### config.mk
export PLATFORM = sky130hd
export DESIGN_NAME = lfsr_noise_channel
export DESIGN_NICKNAME = d
export VERILOG_FILES = /design/src/rtl/core/lnc_pkg.sv /design/src/rtl/core/lfsr_noise_channel.sv /design/src/rtl/core/lnc_core.sv
export SDC_FILE = /design/constraint.sdc
export NUM_CORES = 1
export LEC_CHECK = 0
export BUFFER_PORTS_ARGS = -buffer_cell sky130_fd_sc_hd__buf_2
export CAP_MARGIN = 0
export CORE_MARGIN = 5
export CORE_UTILIZATION = 35
export CTS_CLUSTER_SIZE = 28
export DETAILED_ROUTE_END_ITERATION = 8
export GPL_TIMING_DRIVEN = 0
export SETUP_SLACK_MARGIN = 0.3
export SLEW_MARGIN = 0
export SYNTH_ARGS = -nofsm -noshare
export SYNTH_HDL_FRONTEND = slang
export SYNTH_SLANG_ARGS = --single-unit
export TNS_END_PERCENT = 100
### constraint.sdc
create_clock -name clk -period 2.65 [get_ports clk]
set_clock_uncertainty 0.15 [all_clocks]
set_input_delay 0.53 -clock clk [delete_from_list [all_inputs] [get_ports clk]]
set_output_delay 0.53 -clock clk [all_outputs]
set_load 0.01 [all_outputs]
### src/rtl/core/lnc_pkg.sv
// lnc_pkg: shared types, opcodes, register indexes and the divider reload
// function of the LFSR noise channel. No dependencies.
package lnc_pkg;

	localparam int LENGTH_FULL_DEF = 64;

	localparam logic [2:0] OP_CLOCK    = 3'd0;
	localparam logic [2:0] OP_LENGTH   = 3'd1;
	localparam logic [2:0] OP_ENVELOPE = 3'd2;
	localparam logic [2:0] OP_READ     = 3'd3;
	localparam logic [2:0] OP_WRITE    = 3'd4;
	localparam logic [2:0] OP_POWER    = 3'd5;

	localparam logic [1:0] REG_LENGTH   = 2'd0;
	localparam logic [1:0] REG_ENVELOPE = 2'd1;
	localparam logic [1:0] REG_POLY     = 2'd2;
	localparam logic [1:0] REG_TRIGGER  = 2'd3;

	localparam logic [7:0]  READ_IDLE  = 8'hFF;
	localparam logic [7:0]  TRIG_READ  = 8'hBF;
	localparam logic [14:0] LFSR_SEED  = 15'h7FFF;
	localparam logic [3:0]  VOL_MAX    = 4'hF;
	localparam logic [19:0] DIV_SAT    = 20'hFFFFF;

	typedef struct packed {
		logic [2:0] op;
		logic [1:0] reg_index;
		logic [7:0] write_byte;
		logic [7:0] cycle_count;
	} item_t;

	typedef struct packed {
		logic [7:0] read_byte;
		logic [3:0] sample;
		logic       active;
	} result_t;

	// (code == 0 ? 8 : 16 * code) << shift, saturated to 20 bits
	function automatic logic [19:0] reload_value(input logic [2:0] code,
		input logic [3:0] shift);
		logic [23:0] base;
		logic [23:0] v;
		base = (code == 3'd0) ? 24'd8 : {17'd0, code, 4'd0};
		v = base << shift;
		return (v > {4'd0, DIV_SAT}) ? DIV_SAT : v[19:0];
	endfunction

endpackage

### src/rtl/core/lfsr_noise_channel.sv
// LFSR noise channel, top level.
// Requests (req, req_valid/req_ready) carry one event each: clock tick of
// cycle_count cycles, length tick, envelope tick, register read, register
// write or power switch. Each request yields exactly one response (rsp,
// rsp_valid/rsp_ready) with read data, held sample and channel enable.
// A transaction is accepted on a rising edge with valid and ready high.
// An accepted request is captured in the input register and is applied to the
// channel state at the edge at which it advances; its response is valid from then on.
// Throughput: one transaction per cycle while responses are taken, as the input
// register feeds the state and response registers through combinational update logic.
// When the receiver stalls, the response register holds; one further request
// waits in the input register, and req_ready drops until the response is taken.
// Reset (arst_n low) clears the input and response valid flags and every
// channel register to zero; no clearing pass is needed.
// Depends on lnc_pkg and lnc_core.
module lfsr_noise_channel #(
	parameter int LENGTH_FULL = lnc_pkg::LENGTH_FULL_DEF
) (
	input  logic             clk,
	input  logic             arst_n,
	input  logic             req_valid,
	output logic             req_ready,
	input  lnc_pkg::item_t   req,
	output logic             rsp_valid,
	input  logic             rsp_ready,
	output lnc_pkg::result_t rsp
);
	import lnc_pkg::*;

	item_t   item_s1;
	logic    valid_s1;
	result_t rsp_q;
	logic    rsp_valid_q;
	result_t core_result;
	logic    advance;

	assign advance   = valid_s1 && (!rsp_valid_q || rsp_ready);
	assign req_ready = !valid_s1 || advance;

	always_ff @(posedge clk or negedge arst_n) begin
		if (!arst_n) begin
			valid_s1 <= 1'b0;
		end else if (req_ready) begin
			valid_s1 <= req_valid;
		end
	end

	always_ff @(posedge clk) begin
		if (req_valid && req_ready) begin
			item_s1 <= req;
		end
	end

	lnc_core #(
		.LENGTH_FULL(LENGTH_FULL)
	) u_core (
		.clk   (clk),
		.arst_n(arst_n),
		.fire  (advance),
		.item  (item_s1),
		.result(core_result)
	);

	always_ff @(posedge clk or negedge arst_n) begin
		if (!arst_n) begin
			rsp_valid_q <= 1'b0;
		end else if (advance) begin
			rsp_valid_q <= 1'b1;
		end else if (rsp_ready) begin
			rsp_valid_q <= 1'b0;
		end
	end

	always_ff @(posedge clk) begin
		if (advance) begin
			rsp_q <= core_result;
		end
	end

	assign rsp_valid = rsp_valid_q;
	assign rsp       = rsp_q;

endmodule

### src/rtl/core/lnc_core.sv
// lnc_core: channel state registers and the single-pass update logic.
// One transaction is applied per fire strobe; the result reflects the new state.
// Depends on lnc_pkg.
module lnc_core #(
	parameter int LENGTH_FULL = lnc_pkg::LENGTH_FULL_DEF
) (
	input  logic             clk,
	input  logic             arst_n,
	input  logic             fire,
	input  lnc_pkg::item_t   item,
	output lnc_pkg::result_t result
);
	import lnc_pkg::*;

	localparam int         LEN_W    = $clog2(LENGTH_FULL + 1);
	localparam logic [7:0] LEN_MASK = 8'((LENGTH_FULL - 1) & 255);
	localparam logic [LEN_W-1:0] LEN_FULL_V = LEN_W'(LENGTH_FULL);

	logic [LEN_W-1:0] length_left_q, length_left_d;
	logic        chan_enabled_q, chan_enabled_d;
	logic [2:0]  env_period_q, env_period_d;
	logic        env_up_q, env_up_d;
	logic [3:0]  env_start_q, env_start_d;
	logic [2:0]  div_code_q, div_code_d;
	logic        narrow_q, narrow_d;
	logic [3:0]  clock_shift_q, clock_shift_d;
	logic        length_on_q, length_on_d;
	logic [19:0] divider_q, divider_d;
	logic [14:0] noise_q, noise_d;
	logic [2:0]  env_count_q, env_count_d;
	logic [3:0]  volume_q, volume_d;
	logic [3:0]  held_q, held_d;
	logic [7:0]  read_byte;

	logic        frozen;
	logic        fb;
	logic [7:0]  wb;

	assign frozen = (clock_shift_q[3:1] == 3'b111);
	assign fb     = noise_q[0] ^ noise_q[1];
	assign wb     = item.write_byte;

	always_comb begin
		length_left_d  = length_left_q;
		chan_enabled_d = chan_enabled_q;
		env_period_d   = env_period_q;
		env_up_d       = env_up_q;
		env_start_d    = env_start_q;
		div_code_d     = div_code_q;
		narrow_d       = narrow_q;
		clock_shift_d  = clock_shift_q;
		length_on_d    = length_on_q;
		divider_d      = divider_q;
		noise_d        = noise_q;
		env_count_d    = env_count_q;
		volume_d       = volume_q;
		held_d         = held_q;
		read_byte      = READ_IDLE;

		unique case (item.op)
			OP_CLOCK: begin
				if (!frozen) begin
					held_d = (chan_enabled_q && !noise_q[0]) ? volume_q : 4'd0;
					if ({12'd0, item.cycle_count} < divider_q) begin
						divider_d = divider_q - {12'd0, item.cycle_count};
					end else begin
						divider_d = reload_value(div_code_q, clock_shift_q);
						noise_d   = {fb, noise_q[14:1]};
						if (narrow_q) begin
							noise_d[6] = fb;
						end
					end
				end
			end
			OP_LENGTH: begin
				if (length_on_q && length_left_q != '0) begin
					length_left_d = length_left_q - LEN_W'(1);
					if (length_left_q == LEN_W'(1)) begin
						chan_enabled_d = 1'b0;
					end
				end
			end
			OP_ENVELOPE: begin
				if (env_count_q != 3'd0) begin
					env_count_d = env_count_q - 3'd1;
					if (env_count_q == 3'd1) begin
						if (env_up_q && volume_q < VOL_MAX) begin
							volume_d = volume_q + 4'd1;
						end else if (!env_up_q && volume_q != 4'd0) begin
							volume_d = volume_q - 4'd1;
						end
						env_count_d = env_period_q;
					end
				end
			end
			OP_READ: begin
				unique case (item.reg_index)
					REG_ENVELOPE: read_byte = {env_start_q, env_up_q, env_period_q};
					REG_POLY:     read_byte = {clock_shift_q, narrow_q, div_code_q};
					REG_TRIGGER:  read_byte = TRIG_READ | {1'b0, length_on_q, 6'd0};
					REG_LENGTH:   read_byte = READ_IDLE;
				endcase
			end
			OP_WRITE: begin
				unique case (item.reg_index)
					REG_LENGTH: begin
						length_left_d = LEN_FULL_V - LEN_W'(wb & LEN_MASK);
					end
					REG_ENVELOPE: begin
						env_period_d = wb[2:0];
						env_up_d     = wb[3];
						env_start_d  = wb[7:4];
						if (wb[7:3] == 5'd0) begin
							chan_enabled_d = 1'b0;
						end
					end
					REG_POLY: begin
						div_code_d    = wb[2:0];
						narrow_d      = wb[3];
						clock_shift_d = wb[7:4];
					end
					REG_TRIGGER: begin
						length_on_d = wb[6];
						if (wb[7]) begin
							chan_enabled_d = env_up_q || (env_start_q != 4'd0);
							if (length_left_q == '0) begin
								length_left_d = LEN_FULL_V;
								length_on_d   = 1'b0;
							end
							divider_d   = reload_value(div_code_q, clock_shift_q);
							noise_d     = LFSR_SEED;
							env_count_d = env_period_q;
							volume_d    = env_start_q;
						end
					end
				endcase
			end
			OP_POWER: begin
				if (!wb[0]) begin
					env_period_d  = 3'd0;
					env_up_d      = 1'b0;
					env_start_d   = 4'd0;
					div_code_d    = 3'd0;
					narrow_d      = 1'b0;
					clock_shift_d = 4'd0;
					length_on_d   = 1'b0;
					divider_d     = 20'd0;
					noise_d       = 15'd0;
					env_count_d   = 3'd0;
					volume_d      = 4'd0;
					held_d        = 4'd0;
				end
				chan_enabled_d = wb[0];
			end
			default: begin
			end
		endcase
	end

	always_ff @(posedge clk or negedge arst_n) begin
		if (!arst_n) begin
			length_left_q  <= '0;
			chan_enabled_q <= 1'b0;
			env_period_q   <= 3'd0;
			env_up_q       <= 1'b0;
			env_start_q    <= 4'd0;
			div_code_q     <= 3'd0;
			narrow_q       <= 1'b0;
			clock_shift_q  <= 4'd0;
			length_on_q    <= 1'b0;
			divider_q      <= 20'd0;
			noise_q        <= 15'd0;
			env_count_q    <= 3'd0;
			volume_q       <= 4'd0;
			held_q         <= 4'd0;
		end else if (fire) begin
			length_left_q  <= length_left_d;
			chan_enabled_q <= chan_enabled_d;
			env_period_q   <= env_period_d;
			env_up_q       <= env_up_d;
			env_start_q    <= env_start_d;
			div_code_q     <= div_code_d;
			narrow_q       <= narrow_d;
			clock_shift_q  <= clock_shift_d;
			length_on_q    <= length_on_d;
			divider_q      <= divider_d;
			noise_q        <= noise_d;
			env_count_q    <= env_count_d;
			volume_q       <= volume_d;
			held_q         <= held_d;
		end
	end

	assign result.read_byte = read_byte;
	assign result.sample    = held_d;
	assign result.active    = chan_enabled_d;

	a_power_off_clears: assert property (@(posedge clk) disable iff (!arst_n)
		fire && item.op == OP_POWER && !item.write_byte[0]
		|=> !chan_enabled_q && noise_q == 15'd0 && divider_q == 20'd0 && held_q == 4'd0)
		else $error("power off did not clear channel state");

	a_length_bound: assert property (@(posedge clk) disable iff (!arst_n)
		int'(length_left_q) <= LENGTH_FULL)
		else $error("length counter above full length");

	a_frozen_clock: assert property (@(posedge clk) disable iff (!arst_n)
		fire && item.op == OP_CLOCK && frozen
		|=> $stable(divider_q) && $stable(noise_q) && $stable(held_q))
		else $error("frozen clock tick changed divider or LFSR");

	a_read_no_side_effect: assert property (@(posedge clk) disable iff (!arst_n)
		fire && item.op == OP_READ
		|=> $stable(length_left_q) && $stable(chan_enabled_q) && $stable(volume_q))
		else $error("register read changed channel state");

endmodule
==> run metrics, run 1 <==
Fill cells=1692; Clock transition at path regs=0.07 ns; vias per inst=5.61; die area=slightly above 0.02 mm²; ant diodes=0; DP HPWL=12100 µm; Worst-Margin Slew=approximately 0.9 ns; clock sink count=107; Max-Cap Viols=0; post-route ant nets=0; number of global-route vias before repair=5360; Yosys top cell by area=dfrtp_1; Cell Rows=slightly below 50; area growth from synthesis to layout=24.8%; final wirelength=17500 µm; Yosys top cell area share=0.290; Root Driver=clkbuf_16; Global Route Usage Sum=0.173; Synth warnings=0; fin crit share=0.943; share of cells above drive strength 1=0.242; WL per Instance=~17 µm; total power=~0.0067 W; residual DRC count=0; Worst VDD drop=0.000462 V; CP required=2.72 ns; async set or reset register ratio after synthesis=0.682; Primary FF master, synth=dfrtp_1; most common cell after layout, fill and taps aside=nand2_1; LEAKAGE=3.20 nW; Pre-antenna DRT Iters=5; initial drt markers=551; register area share after synthesis=0.452; total CTS buffers=9; #FFs+latches synth=107; Power Dens Cells=848 mW/mm²; Initial Utilization=0.353; Max clock buf depth=2; Setup WS pre-CTS=-0.602 ns; Netlist cell types=73; startpoint types=flop; Crit Path Class=flop to flop; Post-synth EDFFs=34; setup TNS=0 ns; total congestion overflow=0; routability cong.=0.890; global-route wire length before repair=around 28000 µm; Setup-failing EPs final=0; Synth area leaders=dfrtp_1, edfxtp_1, nand2_1; Port-buffer cells=39; Die Y=144 µm; vias=5687; Data arrival, critical path=2.57 ns; fmax=roughly 400 MHz; H-tree depth=3; Mapped Cells=692; status=complete, no violations; initial antenna violation count=0; most frequent cells in the layout=nand2_1, dfrtp_1, o21ai_0; nets=827; Avg Cell Area, Syn=a little over 9 µm²; largest net degree at the start of global routing=61; Hold Slack=about 0.19 ns; core area=0.0178 mm²; worst setup margin=0.150 ns; Rel. slew slack=0.392; min-delay worst type=input port to flop; Final min period=2.50 ns; Max Fanout on Critical Path=6; Setup crit end kind=flop; I/O Pins=40; syn_nets=739; Syn Std Cell Area=0.00630 mm²; clk_lat worst skew=0.37 ns; final hold vios=0; RSZ-0062 raised after global routing=yes; TritonCTS clock tree=yes; Max Slew Vio Count=0; Die W=roughly 140 µm
==> state kept, by name, summed over array words and instances, names as in the netlist, 3 cells and up <==
register	flops
u_core.env_count_q	3
item_s1	21
u_core.clock_shift_q	4
rsp	13
u_core.held_q	4
u_core.env_start_q	4
u_core.env_period_q	3
u_core.noise_q	15
u_core.volume_q	4
u_core.div_code_q	3
u_core.length_left_q	7
u_core.divider_q	20
==> metrics by stage <==
step	std cells	cell area (µm²)	util
finish	1014	7860	0.441
global route	1014	7860	0.441
CTS	1008	7730	0.433
detailed placement	961	6870	0.385
global placement	960	6840	0.383
floorplan	692	6350	-
==> report_power, final <==
group / total (W) / switching, W / internal [W] / leakage, nW
combinational: 0.00273 / 0.00154 / 0.00120 / 1.82
sequential: 0.00252 / 0.000393 / 0.00213 / 1.23
clock: 0.00142 / 0.000665 / 0.000751 / 0.153
==> cell usage after synthesis (all sizes together), types with 8 or more instances <==
master and instances:
edfxtp 34, buf 10, nor4 8, nand2b 12, inv 31, a22o 9, nand2 110, a31oi 14
or3 10, mux2i 12, clkbuf 29, o21ai 65, nor3 16, ha 20, o211ai 11, nor2 37
a21oi 52, nand3 18, dfrtp 73
==> timing repair <==
action,CTS,global route
buffers inserted,29,6
endpoints found under the hold margin,13,0
endpoints found under the setup margin,75,61
hold buffers,1,0
gates cloned,1,0
gates resized for setup,81,35
pin swaps,35,6
==> kinds of logic (layout without fill, tap and decap cells) <==
logic type      count (synthesis)  in the layout  synth area share
buf+inv                        70            163            0.0431
compound gates                212            212             0.217
fa+ha+maj                      22             22            0.0461
flops                         107            107             0.452
simple gates                  253            253             0.198
xor+xnor                        9              9            0.0125
mux                            19             19            0.0316
==> per-layer routing <==
layer | global-route usage | vias up | share of wire
li1 | - | 2728 | -
met1 | 0.251 | 2723 | 0.46
met2 | 0.253 | 205 | 0.44
met3 | 0.0347 | 31 | 0.074
met4 | 0.0692 | 0 | 0.025
met5 | 0 | - | 0
==> final timing paths <==
kind	slack (ns)	depth (start not counted)	startpoint	endpoint
setup / recovery	0.15	9	item_s1[0]	u_core.divider_q[10]
hold / removal	0.19	1	req[12]	item_s1[12]
setup reg to reg	0.15	9	item_s1[0]	u_core.divider_q[10]
hold reg to reg	0.33	2	u_core.noise_q[13]	u_core.noise_q[13]
max in group asynchronous	1.38	3	arst_n	u_core.noise_q[8]
min in group asynchronous	0.42	2	arst_n	u_core.divider_q[7]
==> area by class of cell <==
class	instances	area (µm²)	area share
clock inverter	7	81.3	0.0103
clock buffer	9	225	0.0286
buffer	39	246	0.0313
sequential	107	2850	0.362
multi-input combinational	515	3500	0.445
tap	229	287	0.0364
inverter	31	119	0.0151
timing repair buffer	77	556	0.0706
==> critical path, cell delays in order (launching register included) <==
cell	delay, ns
edfxtp_1	0.39
ha_2	0.21
fa_2	0.36
nand2b_4	0.15
a211o_1	0.31
a21bo_2	0.29
and3_4	0.19
buf_6	0.14
nand2_8	0.08
o211ai_1	0.09
(Power assumes the default switching activity.)
==> inputs of run 2 (changes only) <==
--- a/config.mk
+++ b/config.mk
@@ -12,6 +12,7 @@
 export CTS_CLUSTER_SIZE = 28
 export DETAILED_ROUTE_END_ITERATION = 8
 export GPL_TIMING_DRIVEN = 0
+export REMOVE_ABC_BUFFERS = 1
 export SETUP_SLACK_MARGIN = 0.3
 export SLEW_MARGIN = 0
 export SYNTH_ARGS = -nofsm -noshare
==> run 2 against run 1 <==
Net effect:
- utilization up 1.4 points
- combinational power is 10% higher
- non-clock buffer count fell by 15
- global-route usage fell by 0.90 points
- flip-flop and latch count did not move
- worst hold slack worse by 0.0021 ns
- total power rose by 4.7%
- cell area grew 3.2%
- first-iteration DRC count rose by 2.0%
- maximum frequency down 0.90%
- critical endpoint is now u_core.divider_q[8]
- largest power group unchanged
==> run metrics, run 2 (synthesis gave the netlist of run 1 again) <==
status=complete, no violations; Crit Path Class=flop to flop; clk_lat worst skew=0.36 ns; total congestion overflow=0; Initial Utilization=0.353; H-tree depth=3; number of global-route vias before repair=roughly 5000; top sig layer=met4; Data arrival, critical path=2.63 ns; Final Util=0.455; die area=0.0208 mm²; Finished Layout Cells=1003; I/O Pins=40; Root Driver=clkbuf_16; residual DRC count=0; RSZ-0062 raised after global routing=yes; vias=approximately 5700; LEAKAGE=3.18 nW; core area=0.0178 mm²; Max clock buf depth=2; post-route ant nets=0; Pre-antenna DRT Iters=5; met2 wire len=8270 µm; Max Fanout on Critical Path=14; Worst-Margin Slew=between 1 and 1.5 ns; Regs by FF count=item_s1: 21 flops, u_core.divider_q: 20 flops, u_core.noise_q: 15 flops; area growth from synthesis to layout=28.7%; most common cell after layout, fill and taps aside=nand2_1; fmax=approximately 400 MHz; Die W=144 µm; Clock transition at path regs=roughly 0.080 ns; Largest register FFs=21; global-route wire length before repair=27000 µm; most frequent cells in the layout=nand2_1, dfrtp_1, buf_4; Max-Cap Viols=0; Hold Slack=between 0.15 and 0.2 ns; initial antenna violation count=0; nets=816; share of cells above drive strength 1=0.306; final wirelength=17900 µm; WL per Instance=17.9 µm; Setup crit end kind=flop; min-delay worst type=input port to flop; Max Slew Vio Count=0; Rel. slew slack=0.314; clock sink count=between 100 and 150; Global Route Usage Sum=0.164; Worst VDD drop=0.000370 V; Power Dens Cells=860 mW/mm²; met3 routed wirelength=1000 µm; ant diodes=0; final hold vios=0; CP required=approximately 2.8 ns; routability cong.=0.880; initial drt markers=562; vias per inst=5.64; largest net degree at the start of global routing=39; Setup-failing EPs final=0; Die Y=144 µm; total power=0.00698 W; Cell Rows=49; most flop-heavy register=item_s1; fin crit share=0.952; met1 wire length=8270 µm; DP HPWL=11300 µm; Final min period=2.52 ns; Port-buffer cells=39; startpoint types=flop; total CTS buffers=9; Cells after DPL=924; TritonCTS clock tree=yes
-- run 2: cell types whose count changed in the layout (fill, tap and decap cells not counted), moves of 5 or more --
cell      change
buf_4        +18
clkbuf_1      -8
clkbuf_2     -11
clkbuf_4      -5
dfrtp_1       -7
dfrtp_2       +5
ha_1          -6
nand2_1       -9
nand2_2      +10
o21ai_0      -13
o21ai_1       +6
o21ai_2       +6
-- run 2: what timing repair did --
action | CTS | global route
buffers inserted | 32 | 26
gates cloned | 2 | 2
setup endpoints to repair | 75 | 59
hold buffers | 1 | 0
hold endpoints to repair | 15 | 0
pin swaps | 38 | 38
gates resized for setup | 63 | 98
-- run 2: final timing paths --
path | startpoint | end | slack [ns] | cells after the start
worst max-delay path | u_core.div_code_q[2] | u_core.divider_q[8] | 0.13 | 6
worst min-delay path | req[12] | item_s1[12] | 0.19 | 1
worst max register to register | u_core.div_code_q[2] | u_core.divider_q[8] | 0.13 | 6
worst min register to register | u_core.noise_q[6] | u_core.noise_q[6] | 0.33 | 2
max in group asynchronous | arst_n | u_core.clock_shift_q[2] | 1.23 | 3
min in group asynchronous | arst_n | u_core.held_q[3] | 0.53 | 2
-- run 2: through the flow --
stage          cell area (µm²)  setup WS (ns)  TNS (ns)
2_1_floorplan             6150          -1.35    -30.29
3_3_place_gp              6630          -3.17   -112.89
3_5_place_dp              6690          -1.65    -59.59
4_1_cts                   7540          0.148         0
5_1_grt                   8110         0.0490         0
6_report                  8110          0.127         0
-- run 2: routing by layer --
layer / GRT usage / up-vias
li1: - / 2703
met1: 0.245 / 2690
met2: 0.248 / 230
met3: 0.0218 / 32
met4: 0.0515 / 0
met5: 0 / -
-- run 2: worst max-delay path, stage by stage, from the launching register on --
cell and delay, ns:
dfrtp_2 0.51, or4b_2 0.75, a21oi_1 0.32, nor2_1 0.10, o21ai_1 0.25, nand3_2 0.12
a32oi_2 0.23
-- run 2: cell type report --
cell class                 count  area (µm²)
fill                        1655        9730
multi-input combinational    519        3810
sequential                   107        2860
timing repair buffer         101         753
tap                          229         287
clock buffer                  11         243
inverter                      31         119
clock inverter                 5        41.3
-- run 2: power by group --
group          internal, W  switching, W
Combinational      0.00141       0.00160
Sequential         0.00214      0.000512
Clock             0.000675      0.000648
==> inputs of run 3 (changes only) <==
--- a/config.mk
+++ b/config.mk
@@ -5,12 +5,12 @@
 export SDC_FILE = /design/constraint.sdc
 export NUM_CORES = 1
 export LEC_CHECK = 0
-export BUFFER_PORTS_ARGS = -buffer_cell sky130_fd_sc_hd__buf_2
 export CAP_MARGIN = 0
 export CORE_MARGIN = 5
 export CORE_UTILIZATION = 35
 export CTS_CLUSTER_SIZE = 28
 export DETAILED_ROUTE_END_ITERATION = 8
+export DONT_BUFFER_PORTS = 1
 export GPL_TIMING_DRIVEN = 0
 export REMOVE_ABC_BUFFERS = 1
 export SETUP_SLACK_MARGIN = 0.3
==> run 3 against run 2 <==
Net effect:
- wire length up 1.9%
- highest routed layer unchanged
- maximum frequency up 0.18%
- the flow now finishes with violations (negative hold slack)
- cell area down 4.0%
- largest cell class unchanged
- global-route usage up 0.73 points
- total power up 0.24%
- utilization down 1.8 points
- via count down 0.50%
- sequential share of layout area up 1.5 points
==> run metrics, run 3 (synthesis gave the netlist of run 1 again) <==
ant diodes=0; DP HPWL=11200 µm; Largest register FFs=21; R2R cell count=6; Finished Layout Cells=951; die area=~0.021 mm²; Max Slew Vio Count=0; DP Area=approximately 0.0065 mm²; min-delay worst type=input port to async pin; GR peak layer=met2; Setup crit end kind=flop; Data arrival, critical path=2.61 ns; fin crit share=0.950; total CTS buffers=9; Global Route Usage Sum=0.171; most flop-heavy register=item_s1; Die Y=144 µm; Crit Path Class=flop to flop; nets=764; startpoint types=flop; most common cell after layout, fill and taps aside=nand2_1; initial drt markers=662; Final Util=0.436; RSZ-0062 raised after global routing=yes; fmax=~400 MHz; Rel. slew slack=0.337; total congestion overflow=0; status=complete, but fails checks; Fill cells=around 1600; final instance area=approximately 0.0078 mm²; WL per Instance=a little under 20 µm; global-route wire length before repair=28300 µm; storage element area=0.00287 mm²; Regs by FF count=item_s1: 21 flops, u_core.divider_q: 20 flops, u_core.noise_q: 15 flops; Setup-failing EPs final=0; final wirelength=18300 µm; vias per inst=slightly below 6; Max clock buf depth=2; Cells after DPL=884; vias=between 5000 and 6000; area of the multi-input gates=0.00375 mm²; GRT met2 Usage=0.266; Critical Path Sink=u_core.divider_q[18]; Worst VDD drop=0.000398 V; CP required=between 2 and 3 ns; Final min period=2.52 ns; Power Dens Cells=898 mW/mm²; most frequent cells in the layout=nand2_1, dfrtp_1, o21ai_0, a21oi_1, nor2_1; FF-to-FF End=u_core.divider_q[18]; Die W=about 140 µm; Cell Rows=49; Worst-Margin Slew=0.995 ns; LEAKAGE=2.96 nW; I/O Pins=40; Clock transition at path regs=0.07 ns; Max Fanout on Critical Path=5; met3 Use GR=0.0274; clock sink count=107; routability cong.=0.915; met1 Use GR=0.235; reg2reg setup slack=0.13 ns; number of global-route vias before repair=5361; Root Driver=clkbuf_16; Initial Utilization=0.353; post-route ant nets=0; clk_lat worst skew=0.36 ns; largest net degree at the start of global routing=74; Pre-antenna DRT Iters=7; Port-buffer cells=0; violated checks=negative hold slack; Hold Slack=-0.291 ns; reg-to-reg startpoint=u_core.divider_q[10]; final hold vios=73; area growth from synthesis to layout=23.5%; initial antenna violation count=0; residual DRC count=0; setup TNS=0 ns; CP Launch Point=u_core.divider_q[10]; Max-Cap Viols=0; H-tree depth=3; TritonCTS clock tree=yes; core area=0.0178 mm²; share of cells above drive strength 1=0.245
-- run 3: changes by cell type in the layout (fill, tap and decap cells not counted), moves of 3 or more --
cell and change:
nor2_1 +3, buf_4 -17, o21ai_2 -5, nand2_2 +3
o21ai_0 +7, buf_2 -38, dfrtp_2 +3, dfrtp_1 -3
buf_6 +3
-- run 3: worst min path at each step --
stage                 from          endpoint  slack, ns  cells after the start
floorplan           arst_n         rsp_valid       0.08                      0
global placement    arst_n  u_core.held_q[1]       0.09                      0
detailed placement  arst_n  u_core.held_q[1]       0.09                      0
CTS                 arst_n  u_core.held_q[1]      -0.30                      0
global route        arst_n  u_core.held_q[2]      -0.31                      0
finish              arst_n  u_core.held_q[2]      -0.29                      0
-- run 3: repair_timing --
item	CTS	global route
cloned	3	4
endpoints found under the hold margin	73	73
setup buffers	31	13
pin swaps	33	40
gates resized for setup	60	83
setup endpoints to repair	76	56
-- run 3: cell type report --
type,count,share of cell area
Clock inverter,7,0.0111
Clock buffer,9,0.0289
Inverter,31,0.0153
Tap cell,229,0.0368
Timing Repair Buffer,47,0.0586
Sequential cell,107,0.368
Multi-Input combinational cell,521,0.481
-- run 3: where the power goes --
| group | internal [W] | switching (W) |
|---|---|---|
| logic | 0.00134 | 0.00156 |
| registers | 0.00214 | 0.000531 |
| clock network | 0.000750 | 0.000674 |
| total | 0.00424 | 0.00276 |
-- run 3: worst max-delay path, cell delays in order (launching register included) --
cell and delay [ns]:
dfrtp_1 0.39, or4_4 0.60, or3_4 0.36, or2_4 0.27, o41ai_2 0.28, a21oi_1 0.07, o32a_1 0.29
-- run 3: metal layers --
metal,wire length (µm),up-vias
met4,640,0
met1,7970,2754
met2,8510,223
met3,1150,49
li1,-,2601
met5,0,-
-- run 3: through the flow --
stage / power, W / setup slack (ns)
finish: 0.00700 / 0.132
global route: 0.00746 / 0.0641
CTS: 0.00653 / 0.137
detailed placement: 0.00472 / -1.96
global placement: 0.00462 / -3.28
floorplan: 0.00415 / -1.35
